--- src/drd_pkg.sv ---
// types, codes and constants shared by the delta record decoder
`timescale 1ns / 1ps

package drd_pkg;

  localparam int VALUE_SLOTS     = 128;
  localparam int IDX_W           = $clog2(VALUE_SLOTS);
  localparam int FIELD_BYTES     = VALUE_SLOTS / 8;
  localparam int FBYTE_W         = $clog2(FIELD_BYTES);
  localparam int VALUE_WIDTH_DEF = 16;
  localparam int OUT_VALUE_W     = 16;

  localparam logic [7:0]  DEFAULT_VALUE  = 8'hF0;
  localparam int          MODE_FAST      = 2;
  localparam int          MODE_STANDARD  = 3;
  localparam logic [15:0] SIGN_SKIP_MASK = 16'h00C0;

  localparam logic KIND_VALUE  = 1'b0;
  localparam logic KIND_STATUS = 1'b1;

  localparam logic [1:0] ST_OK       = 2'd0;
  localparam logic [1:0] ST_CHECKSUM = 2'd1;
  localparam logic [1:0] ST_MAPS     = 2'd2;

  typedef enum logic [3:0] {
    PH_WAIT,
    PH_M0H,
    PH_M0L,
    PH_M1H,
    PH_M1L,
    PH_REP,
    PH_FMAP,
    PH_SMAP,
    PH_DELTA,
    PH_CHECK,
    PH_ERR
  } phase_t;

  typedef enum logic [2:0] {
    OP_NONE,
    OP_CLEAR,
    OP_DELTA,
    OP_CHECK_OK,
    OP_CHECK_FAIL,
    OP_MAPERR
  } op_t;

  typedef struct packed {
    logic [7:0] data_byte;
    logic       flight_start;
  } byte_item_t;

  typedef struct packed {
    logic                           result_kind;
    logic [IDX_W-1:0]               value_index;
    logic signed [OUT_VALUE_W-1:0]  value_out;
    logic [1:0]                     status;
    logic                           is_fast;
  } result_item_t;

  function automatic logic is_zero_slot(input logic [IDX_W-1:0] idx);
    logic z;
    case (idx)
      7'd30, 7'd42, 7'd44, 7'd48, 7'd49, 7'd50, 7'd51, 7'd52, 7'd53, 7'd54, 7'd55,
      7'd56, 7'd57, 7'd58, 7'd59, 7'd60, 7'd61, 7'd62, 7'd63, 7'd76, 7'd77, 7'd79,
      7'd86, 7'd87, 7'd100, 7'd101, 7'd103, 7'd108, 7'd109, 7'd110, 7'd116, 7'd117,
      7'd118: z = 1'b1;
      default: z = 1'b0;
    endcase
    return z;
  endfunction

endpackage

--- src/delta_record_decoder.sv ---
// delta record decoder: byte parser, value store and result register
// a result moves through the execute stage registers into the output register; the value
// store is read at accept and written by execute; one byte per cycle unless execute stalls
// reset: synchronous; clears parser state, fast flag, mark index and the 128 entry valid bits
// an entry without its valid bit reads as its load default, so the store needs no clearing pass
`timescale 1ns / 1ps

module delta_record_decoder #(
  parameter int VALUE_WIDTH = drd_pkg::VALUE_WIDTH_DEF
) (
  input  logic                        clk,
  input  logic                        rst,
  input  logic                        byte_valid,
  output logic                        byte_ready,
  input  drd_pkg::byte_item_t         byte_item,
  output logic                        result_valid,
  input  logic                        result_ready,
  output drd_pkg::result_item_t       result_item,
  input  logic                        cfg_valid,
  output logic                        cfg_ready,
  input  logic [drd_pkg::IDX_W-1:0]   cfg_data
);

  localparam int VW = VALUE_WIDTH;
  localparam int NS = drd_pkg::VALUE_SLOTS;
  localparam int IW = drd_pkg::IDX_W;
  localparam int BW = drd_pkg::FBYTE_W;

  function automatic logic [4:0] next_set(input logic [15:0] m, input logic [4:0] from);
    logic [4:0] r;
    r = 5'b00000;
    for (int i = 15; i >= 0; i--) begin
      if (m[i] && (5'(i) >= from)) begin
        r = {1'b1, 4'(i)};
      end
    end
    return r;
  endfunction

  // parser state
  drd_pkg::phase_t phase, phase_next, cur_ph;
  logic [15:0]   first_map, first_map_next;
  logic [7:0]    held_byte, held_byte_next;
  logic [3:0]    header_count, header_count_next;
  logic [NS-1:0] field_bits, field_bits_next;
  logic [NS-1:0] sign_bits, sign_bits_next;
  logic [7:0]    byte_sum, byte_sum_next;
  logic [7:0]    byte_xor, byte_xor_next;
  logic          first_record, first_record_next;
  logic [NS-1:0] init_map, init_map_next;
  logic [NS-1:0] loaded, loaded_next;
  logic [IW-1:0] mark_index;

  logic          byte_fire;
  drd_pkg::op_t  s1_op;
  logic          s1_rd_en;
  logic [IW-1:0] s1_rd_addr;
  logic          s1_sign;
  logic [NS-1:0] fb0, sb0, fb_upd, sb_upd;
  logic [7:0]    sum0, xor0;
  logic [4:0]    fld_from, sgn_from, fld_srch, sgn_srch;
  logic [BW-1:0] low_byte;
  logic [2:0]    low_bit;
  logic [7:0]    low_bits;
  logic [IW-1:0] del_idx;
  logic          begin_deltas;

  // value store and read stage
  logic [VW-1:0] mem [NS];
  logic [VW-1:0] rd_data;
  logic          rd_loaded;
  logic          rd_dflt;
  logic          fwd_hit;
  logic [VW-1:0] fwd_val;

  // execute stage
  logic          s2_valid;
  drd_pkg::op_t  s2_op;
  logic [IW-1:0] s2_idx;
  logic [7:0]    s2_d;
  logic          s2_sign;
  logic          s2_needs_out, s2_go, s2_wr;
  logic signed [VW-1:0] base;
  logic signed [VW+1:0] ext, sum_v;
  logic          ovf;
  logic [VW-1:0] s2_wval;
  logic signed [31:0] wval32;
  logic          fast_flag, fast_next;
  drd_pkg::result_item_t res_next;

  assign cfg_ready  = 1'b1;
  assign byte_ready = !s2_valid || s2_go;
  assign byte_fire  = byte_valid && byte_ready;

  assign cur_ph = byte_item.flight_start ? drd_pkg::PH_M0H : phase;
  assign fb0    = (cur_ph == drd_pkg::PH_M0H) ? '0 : field_bits;
  assign sb0    = (cur_ph == drd_pkg::PH_M0H) ? '0 : sign_bits;
  assign sum0   = (cur_ph == drd_pkg::PH_M0H) ? 8'h00 : byte_sum;
  assign xor0   = (cur_ph == drd_pkg::PH_M0H) ? 8'h00 : byte_xor;

  assign fld_from = (cur_ph == drd_pkg::PH_FMAP) ? ({1'b0, header_count} + 5'd1) : 5'd0;
  assign sgn_from = (cur_ph == drd_pkg::PH_SMAP) ? ({1'b0, header_count} + 5'd1) : 5'd0;
  assign fld_srch = next_set(first_map, fld_from);
  assign sgn_srch = next_set(first_map & ~drd_pkg::SIGN_SKIP_MASK, sgn_from);

  // lowest pending field bit, byte first then bit
  always_comb begin
    low_byte = '0;
    for (int k = drd_pkg::FIELD_BYTES - 1; k >= 0; k--) begin
      if (|field_bits[k*8 +: 8]) begin
        low_byte = BW'(k);
      end
    end
    low_bits = field_bits[{low_byte, 3'b000} +: 8];
    low_bit  = '0;
    for (int j = 7; j >= 0; j--) begin
      if (low_bits[j]) begin
        low_bit = 3'(j);
      end
    end
    del_idx = {low_byte, low_bit};
  end

  always_comb begin
    fb_upd = fb0;
    sb_upd = sb0;
    if (cur_ph == drd_pkg::PH_FMAP) begin
      fb_upd[{header_count, 3'b000} +: 8] = fb0[{header_count, 3'b000} +: 8] |
                                             byte_item.data_byte;
    end
    if (cur_ph == drd_pkg::PH_SMAP) begin
      sb_upd[{header_count, 3'b000} +: 8] = sb0[{header_count, 3'b000} +: 8] |
                                             byte_item.data_byte;
    end
  end

  always_comb begin
    phase_next        = phase;
    first_map_next    = first_map;
    held_byte_next    = held_byte;
    header_count_next = header_count;
    field_bits_next   = field_bits;
    sign_bits_next    = sign_bits;
    byte_sum_next     = byte_sum;
    byte_xor_next     = byte_xor;
    first_record_next = first_record;
    init_map_next     = init_map;
    loaded_next       = loaded;
    s1_op             = drd_pkg::OP_NONE;
    s1_rd_en          = 1'b0;
    s1_rd_addr        = mark_index;
    s1_sign           = 1'b0;
    begin_deltas      = 1'b0;

    if (s2_wr) begin
      loaded_next[s2_idx] = 1'b1;
    end

    if (byte_fire) begin
      if (byte_item.flight_start) begin
        first_record_next = 1'b1;
        phase_next        = drd_pkg::PH_M0H;
        s1_op             = drd_pkg::OP_CLEAR;
      end
      if (cur_ph != drd_pkg::PH_WAIT && cur_ph != drd_pkg::PH_ERR) begin
        field_bits_next = fb0;
        sign_bits_next  = sb0;
        if (cur_ph != drd_pkg::PH_CHECK) begin
          byte_sum_next = sum0 + byte_item.data_byte;
          byte_xor_next = xor0 ^ byte_item.data_byte;
        end
      end
      case (cur_ph)
        drd_pkg::PH_M0H: begin
          first_map_next = {byte_item.data_byte, 8'h00};
          phase_next     = drd_pkg::PH_M0L;
        end
        drd_pkg::PH_M0L: begin
          first_map_next = {first_map[15:8], byte_item.data_byte};
          phase_next     = drd_pkg::PH_M1H;
        end
        drd_pkg::PH_M1H: begin
          held_byte_next = byte_item.data_byte;
          phase_next     = drd_pkg::PH_M1L;
        end
        drd_pkg::PH_M1L: begin
          if ({held_byte, byte_item.data_byte} != first_map) begin
            phase_next = drd_pkg::PH_ERR;
            s1_op      = drd_pkg::OP_MAPERR;
          end else begin
            phase_next = drd_pkg::PH_REP;
          end
        end
        drd_pkg::PH_REP, drd_pkg::PH_FMAP: begin
          field_bits_next = fb_upd;
          if (fld_srch[4]) begin
            header_count_next = fld_srch[3:0];
            phase_next        = drd_pkg::PH_FMAP;
          end else if (sgn_srch[4]) begin
            header_count_next = sgn_srch[3:0];
            phase_next        = drd_pkg::PH_SMAP;
          end else begin
            begin_deltas = 1'b1;
          end
        end
        drd_pkg::PH_SMAP: begin
          sign_bits_next = sb_upd;
          if (sgn_srch[4]) begin
            header_count_next = sgn_srch[3:0];
            phase_next        = drd_pkg::PH_SMAP;
          end else begin
            begin_deltas = 1'b1;
          end
        end
        drd_pkg::PH_DELTA: begin
          if (field_bits == '0) begin
            phase_next = drd_pkg::PH_CHECK;
          end else begin
            field_bits_next[del_idx] = 1'b0;
            s1_op      = drd_pkg::OP_DELTA;
            s1_rd_en   = 1'b1;
            s1_rd_addr = del_idx;
            s1_sign    = sign_bits[del_idx];
            if (field_bits_next == '0) begin
              phase_next = drd_pkg::PH_CHECK;
            end
          end
        end
        drd_pkg::PH_CHECK: begin
          if (byte_item.data_byte == (8'h00 - byte_sum) || byte_item.data_byte == byte_xor) begin
            s1_op             = drd_pkg::OP_CHECK_OK;
            s1_rd_en          = 1'b1;
            s1_rd_addr        = mark_index;
            first_record_next = 1'b0;
            phase_next        = drd_pkg::PH_M0H;
          end else begin
            s1_op      = drd_pkg::OP_CHECK_FAIL;
            phase_next = drd_pkg::PH_ERR;
          end
        end
        default: begin
        end
      endcase
      if (begin_deltas) begin
        phase_next = (fb_upd != '0) ? drd_pkg::PH_DELTA : drd_pkg::PH_CHECK;
        if (first_record) begin
          loaded_next   = '0;
          init_map_next = fb_upd;
        end
      end
    end
  end

  always_ff @(posedge clk) begin
    if (rst) begin
      phase        <= drd_pkg::PH_WAIT;
      first_map    <= '0;
      held_byte    <= '0;
      header_count <= '0;
      field_bits   <= '0;
      sign_bits    <= '0;
      byte_sum     <= '0;
      byte_xor     <= '0;
      first_record <= 1'b1;
      init_map     <= '0;
      loaded       <= '0;
      mark_index   <= '0;
    end else begin
      phase        <= phase_next;
      first_map    <= first_map_next;
      held_byte    <= held_byte_next;
      header_count <= header_count_next;
      field_bits   <= field_bits_next;
      sign_bits    <= sign_bits_next;
      byte_sum     <= byte_sum_next;
      byte_xor     <= byte_xor_next;
      first_record <= first_record_next;
      init_map     <= init_map_next;
      loaded       <= loaded_next;
      if (cfg_valid) begin
        mark_index <= cfg_data;
      end
    end
  end

  // value store, one write and one registered read per cycle
  always_ff @(posedge clk) begin
    if (s2_wr) begin
      mem[s2_idx] <= s2_wval;
    end
    if (byte_fire && s1_rd_en) begin
      rd_data   <= mem[s1_rd_addr];
      rd_loaded <= loaded[s1_rd_addr];
      rd_dflt   <= init_map[s1_rd_addr] && !drd_pkg::is_zero_slot(s1_rd_addr);
      fwd_hit   <= s2_wr && (s2_idx == s1_rd_addr);
      fwd_val   <= s2_wval;
    end
  end

  always_ff @(posedge clk) begin
    if (rst) begin
      s2_valid <= 1'b0;
    end else if (byte_fire) begin
      s2_valid <= (s1_op != drd_pkg::OP_NONE);
    end else if (s2_go) begin
      s2_valid <= 1'b0;
    end
  end

  always_ff @(posedge clk) begin
    if (byte_fire) begin
      s2_op   <= s1_op;
      s2_idx  <= s1_rd_addr;
      s2_d    <= byte_item.data_byte;
      s2_sign <= s1_sign;
    end
  end

  always_comb begin
    s2_needs_out = (s2_op == drd_pkg::OP_DELTA) || (s2_op == drd_pkg::OP_CHECK_OK) ||
                   (s2_op == drd_pkg::OP_CHECK_FAIL) || (s2_op == drd_pkg::OP_MAPERR);
    s2_go = s2_valid && (!s2_needs_out || !result_valid || result_ready);
    s2_wr = s2_go && (s2_op == drd_pkg::OP_DELTA);

    if (fwd_hit) begin
      base = $signed(fwd_val);
    end else if (rd_loaded) begin
      base = $signed(rd_data);
    end else if (rd_dflt) begin
      base = $signed(VW'(drd_pkg::DEFAULT_VALUE));
    end else begin
      base = '0;
    end

    ext   = (VW+2)'(base);
    sum_v = s2_sign ? (ext - $signed((VW+2)'(s2_d))) : (ext + $signed((VW+2)'(s2_d)));
    ovf   = !((sum_v[VW+1:VW-1] == 3'b000) || (sum_v[VW+1:VW-1] == 3'b111));
    s2_wval = ovf ? {sum_v[VW+1], {(VW-1){~sum_v[VW+1]}}} : sum_v[VW-1:0];
    wval32  = 32'($signed(s2_wval));

    fast_next = fast_flag;
    case (s2_op)
      drd_pkg::OP_CLEAR: fast_next = 1'b0;
      drd_pkg::OP_CHECK_OK: begin
        if (base == VW'(drd_pkg::MODE_FAST)) begin
          fast_next = 1'b1;
        end else if (base == VW'(drd_pkg::MODE_STANDARD)) begin
          fast_next = 1'b0;
        end
      end
      default: begin
      end
    endcase

    res_next.result_kind = drd_pkg::KIND_STATUS;
    res_next.value_index = '0;
    res_next.value_out   = '0;
    res_next.status      = drd_pkg::ST_OK;
    res_next.is_fast     = fast_next;
    case (s2_op)
      drd_pkg::OP_DELTA: begin
        res_next.result_kind = drd_pkg::KIND_VALUE;
        res_next.value_index = s2_idx;
        res_next.value_out   = wval32[drd_pkg::OUT_VALUE_W-1:0];
      end
      drd_pkg::OP_CHECK_FAIL: res_next.status = drd_pkg::ST_CHECKSUM;
      drd_pkg::OP_MAPERR:     res_next.status = drd_pkg::ST_MAPS;
      default: begin
      end
    endcase
  end

  always_ff @(posedge clk) begin
    if (rst) begin
      fast_flag    <= 1'b0;
      result_valid <= 1'b0;
    end else begin
      if (s2_go) begin
        fast_flag <= fast_next;
      end
      if (s2_go && s2_needs_out) begin
        result_valid <= 1'b1;
      end else if (result_ready) begin
        result_valid <= 1'b0;
      end
    end
  end

  always_ff @(posedge clk) begin
    if (s2_go && s2_needs_out) begin
      result_item <= res_next;
    end
  end

endmodule
--- config.mk ---
export PLATFORM = sky130hd
export DESIGN_NAME = delta_record_decoder
export DESIGN_NICKNAME = d
export VERILOG_FILES = /design/src/drd_pkg.sv /design/src/delta_record_decoder.sv
export SDC_FILE = /design/constraint.sdc
export NUM_CORES = 2
export LEC_CHECK = 0
export BUFFER_PORTS_ARGS = -buffer_cell sky130_fd_sc_hd__buf_4
export CAP_MARGIN = 20
export CORE_MARGIN = 8
export CORE_UTILIZATION = 57
export DETAILED_ROUTE_END_ITERATION = 8
export PLACE_DENSITY = 0.85
export SLEW_MARGIN = 25
export SYNTH_ARGS = -nofsm -noshare
export SYNTH_HDL_FRONTEND = slang
export SYNTH_SLANG_ARGS = --single-unit
--- constraint.sdc ---
create_clock -name clk -period 10.85 [get_ports clk]
set_input_delay 1.6275 -clock clk [delete_from_list [all_inputs] [get_ports clk]]
set_output_delay 1.6275 -clock clk [all_outputs]
set_load 0.01 [all_outputs]
==> impl_metrics.yaml <==
finish:
  n_fill_cell: 14200
  syn2layout_area_growth_pct: 11.8
  drive_gt1_share_pct: 11.6
  multi_input_area_um2: 40200
  finish.utilization_pct: 64.0
  final_nets: 10700
  register_area_um2: 75400
placement:
  io_buffers: 49
  gp_congestion: 1.02
  place_hpwl_um: 293000
global_routing:
  top_usage_layer: "met2"
  gr-usage-all-layers_pct: 40.5
  grt_util_met2_pct: 57.2
  globalRoute.totalOverflow: 0
  grt_pass1_wl_um: 662000
  first_global_vias: 93000
  antenna_found_initial: 41
  use_met3_pct: 16.4
  grt_max_degree: 144
  use_met1_pct: 53.7
timing:
  holdWs_ns: 0.465
  period_share_pct: 82.6
  fin_crit_ns: 8.96
  tightest_slew_ns: 1.25
  fmax_mhz: 112
  maxSlewViolCount: 0
  skew_ns: 0.114
  slew-limit-headroom_pct: 16.6
  final_hold_viol_count: 0
  finalSetupTns_ns: 0
  setup_viol_count_final: 0
  rsz0062_at_grt: "false"
cts:
  cts_tree: "built"
  cts.htree.levels: 5
  clk_latency_ns: 0.97
  cts_root_buffer: "clkbuf_16"
  cts.hold.buffers_added: 0
  clk_pin_slew_ns: 0.07
  clkSinkCount: 2700
  post_cts_resized: 0
  postCtsSetupBuffers: 0
  cts.path.max_buffers: 4
  cts_inserted_buffers: 286
die:
  core-area_um2: 207000
  io_pins: 51
  chipWidth_um: 472
  num_rows: 167
  start_util_pct: 57.3
  chipHeight_um: 472
  die_area_um2: 223000
synthesis:
  yosysTopAreaCell: "edfxtp_1"
  synth_nets: 10700
  avgSynthCellArea_um2: 11.2
  ys.flop_type: "edfxtp_1"
  async_flop_share_pct: 0
  yosysTopAreaCellShare_pct: 53.9
  synth.area.top_cells: "edfxtp_1 54%, dfxtp_1 9.6%, nand2_1 6.9%"
  synth_cell_types: 106
  ys_seq_elements: 2700
  postSynthCellCount: 10600
  syn_area_um2: 119000
  ys_warn_count: 0
  synth_seq_area_share_pct: 63.5
  synth_edf_count: 2129
setup_path:
  arrival_ns: 9.66
  required_ns: 11.55
  critPathMaxFanout: 40
  r2r_cells: 20
  cp-end-kind: "register"
  start_kind: "register"
  path_class: "register to register"
route:
  ant_nets: 0
  drt-initial-drc-count: 19700
  drt_wl_total_um: 470000
  viasPerCell: 7.25
  drt_first_pass_iters: 9
  drc_errors: 8
  vias: 99100
  avgRoutedWirePerCell_um: 34.4
pwr:
  vdd_drop_max_uv: 214
  power_w: 0.0239
  power_density_nw_per_um2: 180
  p_leak_nw: 44.8
outcome:
  status: "complete, but fails checks"
  violations: "design-rule violations"
job:
  cap_violations: 0
worst_hold_path:
  hold_class: "register to register"
  hold_depth: 1
[metal layers]
layer	routed length, um	vias to the layer above
li1	-	39600
met1	162000	47300
met2	193000	9974
met3	82700	2199
met4	32500	18
met5	141	-
[cell usage in the layout, fill, tap and decap left out, types with 26 or more instances in the layout]
cell	count
inv_1	56
a311oi_1	275
xnor2_1	48
o21a_1	138
clkbuf_1	69
nand3_1	890
clkbuf_16	292
a222oi_1	26
nor2_1	721
clkinv_1	33
o21ai_0	416
a211oi_1	158
nor4_1	62
nand2b_1	42
buf_4	506
mux2_2	37
nand4_1	66
mux4_2	118
o211ai_1	44
ha_1	32
clkinv_2	56
o22ai_1	47
dfxtp_1	569
edfxtp_1	2129
nand2_1	2175
buf_12	32
nor3_1	159
diode_2	27
a221oi_1	26
a31oi_1	168
a21oi_1	412
and3_1	219
xor2_1	29
a22oi_1	189
mux2i_1	82
and2_1	32
[per-stage QoR]
stage	worst slack, ns	std cells	cell area, um^2
after detailed placement	2.48	13100	124000
after global placement	2.16	13100	124000
after CTS	2.40	13600	132000
after global routing	2.13	13600	133000
final	1.89	13700	133000
after floorplan	1.44	10600	119000
[critical path, cell delays in order, from the launching register on]
cell       delay [ns]
dfxtp_1          0.44
nor4_1           0.75
buf_4            0.28
nand4_1          0.22
or2_1            0.43
and2_1           0.30
buf_4            0.26
a221oi_1         0.48
o21ai_1          0.24
nor4b_2          0.72
o211ai_1         0.26
a31oi_4          0.55
a21o_4           0.62
buf_4            0.61
buf_4            0.49
mux4_2           0.57
nand2_1          0.11
a21oi_1          0.05
a2111oi_0        0.87
buf_4            0.23
a211oi_1         0.07
[final cells by class]
type / count / area share (%)
Antenna cell: 27 / 0.0509
Clock buffer: 377 / 5.87
Clock inverter: 116 / 0.736
Multi-Input combinational cell: 7055 / 30.3
Sequential cell: 2700 / 56.8
Tap cell: 2788 / 2.63
Inverter: 66 / 0.210
Timing Repair Buffer: 539 / 3.36
[Yosys cell counts (42+ instances only)]
cell type	count
and3_1	221
o21a_1	139
o21ai_0	426
edfxtp_1	2129
a22oi_1	189
a311oi_1	278
nor4_1	68
buf_2	228
nand2b_1	42
nand2_1	2178
inv_1	60
clkbuf_1	458
nand4_1	66
mux2i_1	83
nand3_1	892
nor3_1	171
a31oi_1	170
o211ai_1	44
a211oi_1	158
mux4_2	118
nor2_1	758
xnor2_1	50
buf_1	59
dfxtp_1	571
a21oi_1	418
o22ai_1	47
[cell families after synthesis]
logic type | synth area share [%]
AO/OA/AOI/OAI | 12.2
XOR/XNOR | 0.591
adder cells (fa/ha/maj) | 0.473
buffers and inverters | 3.09
flip-flops | 63.5
multiplexers | 3.30
other | 0.00316
AND/OR/NAND/NOR | 16.8
[report_power, final]
group / leakage, nW / switching, W / total, W / internal (W)
clock network: 4.31 / 0.00403 / 0.00943 / 0.00540
logic: 16.8 / 0.00220 / 0.00280 / 0.000600
registers: 23.7 / 0.0000500 / 0.0117 / 0.0116
total: 44.8 / 0.00628 / 0.0239 / 0.0176
[final timing paths]
kind,startpoint,endpoint,slack [ns]
worst max register to register,field_bits[92],rd_data[6],1.89
worst min-delay path,loaded[11],loaded[11],0.46
worst max-delay path,field_bits[92],rd_data[6],1.89
worst min register to register,loaded[11],loaded[11],0.46
[registers in the layout (all words and copies together), names as in the netlist, 3 cells and up]
register / flops
byte_sum: 8
byte_xor: 8
field_bits: 128
first_map: 16
fwd_val: 16
header_count: 4
held_byte: 8
init_map: 128
loaded: 128
mark_index: 7
mem: 2048
phase: 4
rd_data: 16
result_item: 27
s2_d: 8
s2_idx: 7
s2_op: 3
sign_bits: 128
(Power assumes the default switching activity.)
